### src/rtl/iort_pkg.sv
`default_nettype none

package iort_pkg;

  localparam int unsigned DEF_WINDOW = 64;
  localparam int unsigned ID_W       = 32;
  localparam int unsigned CMD_W      = 2;
  localparam int unsigned STATUS_W   = 2;
  localparam int unsigned OUT_DATA_W = 40;

  typedef enum logic [CMD_W-1:0] {
    CMD_LOCK   = 2'd0,
    CMD_UNLOCK = 2'd1,
    CMD_BYPASS = 2'd2,
    CMD_NONE   = 2'd3
  } cmd_e;

  typedef enum logic [STATUS_W-1:0] {
    ST_OK     = 2'd0,
    ST_DUP    = 2'd1,
    ST_ORDER  = 2'd2,
    ST_BEYOND = 2'd3
  } status_e;

  typedef enum logic {
    ALU_SUB = 1'b0,
    ALU_INC = 1'b1
  } alu_op_e;

  typedef struct packed {
    alu_op_e         op;
    logic [ID_W-1:0] a;
    logic [ID_W-1:0] b;
  } alu_req_t;

endpackage

`default_nettype wire

### src/rtl/in_order_release_tracker.sv
`default_nettype none

// Channel   Dir  tdata                                   tuser
// s_axis    in   [31:0] order_id                         [1:0] command
// m_axis    out  [0] granted, [2:1] status,              -
//                [34:3] next_expected, [39:35] zero
//
// States: lock, unlock out of order and drops pass EVAL and FIN; a bypass into the window
// adds MRD; an advance runs ADV and ACHK per id released, at most one mark read and one
// mark write per cycle. After reset all marks are cleared before the first word is taken.
// A finished result sits in the output register; the next word may be taken meanwhile,
// and the sequencer waits at its end only while that register is still full.
module in_order_release_tracker #(
  parameter int unsigned WINDOW = iort_pkg::DEF_WINDOW
) (
  input  wire logic                              clk_i,
  input  wire logic                              rst_ni,
  input  wire logic                              s_axis_tvalid,
  output logic                                   s_axis_tready,
  input  wire logic [iort_pkg::ID_W-1:0]         s_axis_tdata,   // [31:0] order_id
  input  wire logic [iort_pkg::CMD_W-1:0]        s_axis_tuser,   // [1:0] command
  output logic                                   m_axis_tvalid,
  input  wire logic                              m_axis_tready,
  output logic [iort_pkg::OUT_DATA_W-1:0]        m_axis_tdata    // granted, status, next_expected
);

  localparam int unsigned IDX_W = (WINDOW > 1) ? $clog2(WINDOW) : 1;
  localparam logic [IDX_W-1:0]          LAST_IDX = IDX_W'(WINDOW - 1);
  localparam logic [IDX_W:0]            WIN_S    = (IDX_W+1)'(WINDOW);
  localparam logic [iort_pkg::ID_W-1:0] WIN_ID   = iort_pkg::ID_W'(WINDOW);

  typedef enum logic [6:0] {
    S_CLEAR = 7'b0000001,
    S_IDLE  = 7'b0000010,
    S_EVAL  = 7'b0000100,
    S_MRD   = 7'b0001000,
    S_ADV   = 7'b0010000,
    S_ACHK  = 7'b0100000,
    S_FIN   = 7'b1000000
  } state_e;

  state_e                         state_q, state_d;
  logic [IDX_W-1:0]               clr_q, clr_d;
  logic [IDX_W-1:0]               head_q, head_d;
  logic [IDX_W-1:0]               slot_q, slot_d;
  logic [iort_pkg::ID_W-1:0]      next_q, next_d;
  iort_pkg::cmd_e                 cmd_q;
  logic [iort_pkg::ID_W-1:0]      id_q;
  logic                           gnt_q, gnt_d;
  iort_pkg::status_e              st_q, st_d;
  logic                           out_valid_q, out_valid_d;
  logic [iort_pkg::OUT_DATA_W-1:0] out_data_q, out_data_d;

  logic                           mem_q [WINDOW];
  logic                           rdata_q;
  logic                           mem_we;
  logic [IDX_W-1:0]               mem_waddr;
  logic                           mem_wdata;
  logic [IDX_W-1:0]               mem_raddr;

  iort_pkg::alu_req_t             alu_req;
  logic [iort_pkg::ID_W-1:0]      alu_res;

  logic                           below, equal, beyond;
  logic [IDX_W:0]                 slot_sum;
  logic [IDX_W-1:0]               slot_calc;
  logic [IDX_W-1:0]               head_inc;
  logic                           in_fire;
  logic                           out_free;

  iort_alu u_alu (
    .req_i (alu_req),
    .res_o (alu_res)
  );

  assign in_fire  = s_axis_tvalid && s_axis_tready;
  assign out_free = !out_valid_q || m_axis_tready;

  assign below    = alu_res[iort_pkg::ID_W-1];
  assign equal    = (alu_res == '0);
  assign beyond   = (alu_res >= WIN_ID);
  assign slot_sum = {1'b0, head_q} + {1'b0, alu_res[IDX_W-1:0]};
  assign slot_calc = (slot_sum >= WIN_S) ? IDX_W'(slot_sum - WIN_S) : slot_sum[IDX_W-1:0];
  assign head_inc = (head_q == LAST_IDX) ? '0 : head_q + 1'b1;

  always_comb begin
    state_d     = state_q;
    clr_d       = clr_q;
    head_d      = head_q;
    slot_d      = slot_q;
    next_d      = next_q;
    gnt_d       = gnt_q;
    st_d        = st_q;
    out_valid_d = out_valid_q;
    out_data_d  = out_data_q;
    mem_we      = 1'b0;
    mem_waddr   = head_q;
    mem_wdata   = 1'b0;
    mem_raddr   = slot_calc;
    alu_req.op  = iort_pkg::ALU_SUB;
    alu_req.a   = id_q;
    alu_req.b   = next_q;

    if (out_valid_q && m_axis_tready) begin
      out_valid_d = 1'b0;
    end

    unique case (state_q)
      S_CLEAR: begin
        mem_we    = 1'b1;
        mem_waddr = clr_q;
        clr_d     = clr_q + 1'b1;
        if (clr_q == LAST_IDX) begin
          state_d = S_IDLE;
        end
      end
      S_IDLE: begin
        if (in_fire) begin
          state_d = S_EVAL;
        end
      end
      S_EVAL: begin
        gnt_d  = 1'b0;
        st_d   = iort_pkg::ST_OK;
        slot_d = slot_calc;
        state_d = S_FIN;
        case (cmd_q)
          iort_pkg::CMD_LOCK: begin
            gnt_d = below || equal;
            if (below) begin
              st_d = iort_pkg::ST_DUP;
            end
          end
          iort_pkg::CMD_UNLOCK: begin
            if (equal) begin
              state_d = S_ADV;
            end else begin
              st_d = iort_pkg::ST_ORDER;
            end
          end
          iort_pkg::CMD_BYPASS: begin
            if (below) begin
              st_d = iort_pkg::ST_DUP;
            end else if (equal) begin
              state_d = S_ADV;
            end else if (beyond) begin
              st_d = iort_pkg::ST_BEYOND;
            end else begin
              state_d = S_MRD;
            end
          end
          default: ;
        endcase
      end
      S_MRD: begin
        if (rdata_q) begin
          st_d = iort_pkg::ST_DUP;
        end else begin
          mem_we    = 1'b1;
          mem_waddr = slot_q;
          mem_wdata = 1'b1;
        end
        state_d = S_FIN;
      end
      S_ADV: begin
        // old head slot becomes the far end of the window: clear it
        mem_we     = 1'b1;
        mem_waddr  = head_q;
        mem_raddr  = head_inc;
        head_d     = head_inc;
        alu_req.op = iort_pkg::ALU_INC;
        alu_req.a  = next_q;
        next_d     = alu_res;
        state_d    = S_ACHK;
      end
      S_ACHK: begin
        state_d = rdata_q ? S_ADV : S_FIN;
      end
      S_FIN: begin
        if (out_free) begin
          out_valid_d = 1'b1;
          out_data_d  = {{(iort_pkg::OUT_DATA_W-35){1'b0}}, next_q, st_q, gnt_q};
          state_d     = S_IDLE;
        end
      end
      default: state_d = S_IDLE;
    endcase
  end

  assign s_axis_tready = (state_q == S_IDLE);
  assign m_axis_tvalid = out_valid_q;
  assign m_axis_tdata  = out_data_q;

  always_ff @(posedge clk_i or negedge rst_ni) begin
    if (!rst_ni) begin
      state_q     <= S_CLEAR;
      clr_q       <= '0;
      head_q      <= '0;
      next_q      <= '0;
      out_valid_q <= 1'b0;
    end else begin
      state_q     <= state_d;
      clr_q       <= clr_d;
      head_q      <= head_d;
      next_q      <= next_d;
      out_valid_q <= out_valid_d;
    end
  end

  always_ff @(posedge clk_i) begin
    if (in_fire) begin
      cmd_q <= iort_pkg::cmd_e'(s_axis_tuser);
      id_q  <= s_axis_tdata;
    end
    slot_q     <= slot_d;
    gnt_q      <= gnt_d;
    st_q       <= st_d;
    out_data_q <= out_data_d;
  end

  always_ff @(posedge clk_i) begin
    if (mem_we) begin
      mem_q[mem_waddr] <= mem_wdata;
    end
    rdata_q <= mem_q[mem_raddr];
  end

endmodule

`default_nettype wire

### src/rtl/iort_alu.sv
`default_nettype none

// Shared 32-bit adder: a - b for the serial-number distance, a + 1 for the commit pointer.
module iort_alu (
  input  iort_pkg::alu_req_t            req_i,
  output logic [iort_pkg::ID_W-1:0]     res_o
);

  logic [iort_pkg::ID_W-1:0] opb;
  logic                      cin;

  always_comb begin
    unique case (req_i.op)
      iort_pkg::ALU_SUB: begin
        opb = ~req_i.b;
        cin = 1'b1;
      end
      iort_pkg::ALU_INC: begin
        opb = '0;
        cin = 1'b1;
      end
      default: begin
        opb = '0;
        cin = 1'b0;
      end
    endcase
  end

  assign res_o = req_i.a + opb + {{(iort_pkg::ID_W-1){1'b0}}, cin};

endmodule

`default_nettype wire

### config.mk
export PLATFORM = sky130hd
export DESIGN_NAME = in_order_release_tracker
export DESIGN_NICKNAME = d
export VERILOG_FILES = /design/src/rtl/iort_pkg.sv /design/src/rtl/in_order_release_tracker.sv /design/src/rtl/iort_alu.sv
export SDC_FILE = /design/constraint.sdc
export NUM_CORES = 1
export LEC_CHECK = 0
export ABC_CLOCK_PERIOD_IN_PS = 8800
export BUFFER_PORTS_ARGS = -buffer_cell sky130_fd_sc_hd__buf_2
export CORE_MARGIN = 4
export CORE_UTILIZATION = 35
export CTS_CLUSTER_SIZE = 40
export DETAILED_ROUTE_END_ITERATION = 16
export RECOVER_POWER = 25
export SYNTH_ARGS = -nofsm -noshare
export SYNTH_HDL_FRONTEND = slang
export SYNTH_SLANG_ARGS = --single-unit
### constraint.sdc
create_clock -name clk_i -period 8.8 [get_ports clk_i]
set_input_delay 1.76 -clock clk_i [delete_from_list [all_inputs] [get_ports clk_i]]
set_output_delay 1.76 -clock clk_i [all_outputs]
set_load 0.01 [all_outputs]
==> results_dict.tcl <==
set metrics [dict create \
    pre_cts_ws_ns 2.855 \
    antennaDiodeCount 0 \
    synth_compound_area_frac 0.1443 \
    fill_cells 3045 \
    die_w_um 185.0 \
    hold_path_startpoint "st_q[0]" \
    synth_area_leaders "edfxtp_1 39%, dfrtp_1 12%, nand2_1 6.6%" \
    synth.distinct_cells 93 \
    drive_gt1_frac 0.1394 \
    cts_resized 0 \
    slowest_stage "nor4_1" \
    violations "capacitance limit, slew limit" \
    netlist_instances 1077 \
    yosys_warnings 0 \
    r2r-start "state_q[3]" \
    antenna_found_initial 0 \
    max_stage_delay_ns 0.82 \
    reg2regPathDepth 15 \
    switchingPower_uw 924.1 \
    clock_skew_ns 0.01264 \
    cp_max_fo 49 \
    hold_viol_final 0 \
    postCtsSetupRepairBufs 0 \
    cp.arrival_ns 6.55 \
    clk_pin_slew_ns 0.08 \
    grt_use_met3 0.02592 \
    min_path_cells 0 \
    synth-seq-cells 195 \
    worstMarginPinSlew_ns 3.160 \
    p_leak_nw 4.625 \
    path_cells "nor4_1 -> nand3_4 -> inv_2 -> buf_4 -> nor2_1 -> ha_1 -> nand4_1 -> or3_1 -> and3b_1 -> a21oi_2 -> o21ai_0 -> a221oi_2 -> nand4b_2 -> o41ai_1 -> a21oi_1" \
    nNetsFinal 1210 \
    synthMuxAreaShare 0.04211 \
    pwr-share-seq 0.406 \
    internal_power_mw 1.754 \
    clockRootBuffer "clkbuf_16" \
    clock_sinks 195 \
    drc 0 \
    grt.busiest_layer "met2" \
    area_delta_synth_final_pct 12.14 \
    wl_per_cell_um 17.74 \
    htreeDepth 4 \
    r2r_setup_slack_ns 2.44 \
    synth.top_cell.area_share 0.3890 \
    die_h_um 185.0 \
    io_buffers 74 \
    peakVddDrop_v 0.0001435 \
    syn_area_mm2 0.01096 \
    rr_endpoint "st_q[1]" \
    hp-class "reg -> reg" \
    cts_tree "yes" \
    overflow 0 \
    outcome "finished with violations" \
    yosys.area_share.simple 0.1934 \
    path_class "reg -> reg" \
    place.gp.congestion 0.9126 \
    grt_pass1_wl_mm 43.94 \
    p_per_area_mw_per_mm2 217.8 \
    first_iter_violations 533 \
    endpoint_kind "flop" \
    ys_seq_area_frac 0.5096 \
    synth_top_family_by_area "simple AND/OR/NAND/NOR gates" \
    max_cap_violations 1 \
    worst_slack_ns 2.443 \
    insertion_delay_ns 0.45 \
    ant_nets 0 \
    finalMaxSlewViolations 53 \
    synth_edf_count 142 \
    combPwrFrac 0.282 \
    clkPwrFrac 0.312 \
    grt_max_degree 77 \
    num_rows 64 \
    drtPass1Iterations 5 \
    period_minus_slack_ns 6.357 \
    syn_avg_cell_area_um2 10.18 \
    clock.fmax_mhz 157.3 \
    ctsHoldBuffers 0 \
    timing.setup.tns_ns 0 \
    rsz0062_at_grt "no" \
    synth_fa_ha_area_frac 0.05159 \
    crit_path_start_kind "flop" \
    synth-xor-area-share 0.02477 \
    relSlewSlack -1.107 \
    core_area_mm2 0.03075 \
    swShare 0.3451 \
    yosys.area.top_type "edfxtp_1" \
    use_met2 0.2805 \
    met1_usage 0.2139 \
    placed_area_mm2 0.01167 \
    grt_pass1_vias 8179 \
    async_reset_ff_frac 0.2667 \
    timing.final.crit_share 0.7224 \
    design_area_mm2 0.01229 \
    vias 8197 \
    min_to "m_axis_tdata[1]" \
    cts_buffer_depth 2 \
    dpl.hpwl_mm 19.72 \
    grtUsageTotal 0.1623 \
    drt-total-wl_mm 27.27 \
    viasPerCell 5.333 \
    setup_viol 0 \
    start_util 0.3565 \
    die_area_mm2 0.03422 \
    numCtsBuffers 17 \
    pin_count 80 \
    required_ns 8.99 \
    synthFlopType "edfxtp_1" \
]
[cell type report]
| cell class | count | area [um2] | share of cell area |
|---|---|---|---|
| Sequential cell | 195 | 5587 | 0.4544 |
| Clock inverter | 15 | 215.2 | 0.01750 |
| Timing Repair Buffer | 82 | 424.2 | 0.03450 |
| Multi-Input combinational cell | 804 | 5042 | 0.4101 |
| Inverter | 28 | 105.1 | 0.008549 |
| Clock buffer | 17 | 425.4 | 0.03460 |
| Tap cell | 396 | 495.5 | 0.04030 |
[power by group through the flow]
stage | sequential [mW] | clock [mW] | combinational [mW]
floorplan | 1.11 | 0 | 0.545
global placement | 1.11 | 0 | 0.749
detailed placement | 1.11 | 0 | 0.752
CTS | 1.09 | 0.850 | 0.757
global route | 1.10 | 0.892 | 0.834
finish | 1.09 | 0.835 | 0.754
[sequential cells by signal, summed over array words and instances, names as in the netlist]
name	flops
id_q	32
clr_q	6
head_q	6
cmd_q	2
m_axis_tdata	35
st_q	2
next_q	32
rdata_q	1
gnt_q	1
m_axis_tvalid	1
mem_q	64
slot_q	6
state_q	7
[worst max path at each step]
| stage | to | slack, ns | cells past startpoint | from |
|---|---|---|---|---|
| 2_1_floorplan | st_q[1] | 4.14 | 16 | state_q[3] |
| 3_3_place_gp | st_q[1] | 3.02 | 15 | state_q[3] |
| 3_5_place_dp | st_q[1] | 2.86 | 15 | state_q[6] |
| 4_1_cts | st_q[1] | 2.80 | 15 | state_q[3] |
| 5_1_grt | st_q[1] | 2.03 | 15 | state_q[3] |
| 6_report | st_q[1] | 2.44 | 15 | state_q[3] |
[logic make-up (layout without fill, tap and decap cells)]
kind of cell,after synthesis,after routing
buffers and inverters,82,142
AND/OR/NAND/NOR,461,461
adder cells (fa/ha/maj),44,44
other,1,5
flip-flops,195,195
AO/OA/AOI/OAI,229,229
multiplexers,34,34
XOR/XNOR,31,31
[layout by cell type (no fill, tap or decap), types with 5 or more instances in the layout]
cell	count
mux2_2	7
clkbuf_16	17
inv_1	27
nand2_1	192
a221o_1	6
a211oi_1	16
a221oi_1	6
conb_1	5
a21oi_1	55
o21a_1	10
a31oi_1	9
a21o_1	12
and3_1	10
nor3_1	13
xnor2_1	26
buf_2	72
edfxtp_1	142
xor2_1	5
or3_1	6
o211a_1	5
and2_1	6
o21ai_0	45
nor2b_1	8
ha_1	42
dfrtp_1	51
o31ai_1	13
nor2_1	134
nand3_1	24
nand2b_1	8
mux2i_1	18
nor4_1	6
nand4_1	15
buf_4	7
mux4_2	8
o211ai_1	7
[through the flow]
step / hold slack, ns / utilization / cells / total power [mW]
after floorplan: 0.4003 / - / 1081 / 1.650
final: 0.4347 / 0.3998 / 1537 / 2.678
after global routing: 0.4429 / 0.3998 / 1537 / 2.821
after detailed placement: 0.4187 / 0.3794 / 1505 / 1.861
after CTS: 0.4362 / 0.4002 / 1537 / 2.697
after global placement: 0.4123 / 0.3794 / 1505 / 1.858
[worst max-delay path, delay by kind of cell (launching register included)]
kind | cells | cell delay, ns
AND/OR/NAND/NOR | 7 | 2.51
flip-flops | 1 | 0.42
buffers and inverters | 2 | 1.22
AO/OA/AOI/OAI | 5 | 1.41
adder cells (fa/ha/maj) | 1 | 0.49
[metal layers]
metal | wire, um | vias to the layer above
li1 | - | 4027
met1 | 12360 | 3990
met2 | 13630 | 152
met3 | 881 | 28
met4 | 406 | 0
met5 | 0 | -
[cell usage after synthesis, drive strengths merged (8+ instances only)]
| cell | count |
|---|---|
| ha | 42 |
| nor2b | 10 |
| clkbuf | 38 |
| buf | 16 |
| nand2 | 193 |
| o31ai | 13 |
| o21ai | 47 |
| a31oi | 9 |
| nand2b | 8 |
| nor3 | 15 |
| mux4 | 8 |
| a211oi | 17 |
| edfxtp | 142 |
| a21oi | 56 |
| xnor2 | 26 |
| a21o | 13 |
| nand3 | 25 |
| dfrtp | 51 |
| nor2 | 135 |
| mux2i | 19 |
| or3 | 9 |
| o21a | 10 |
| and3 | 12 |
| nand4 | 15 |
| inv | 28 |
Note: power is estimated with default switching activity, not from simulation.
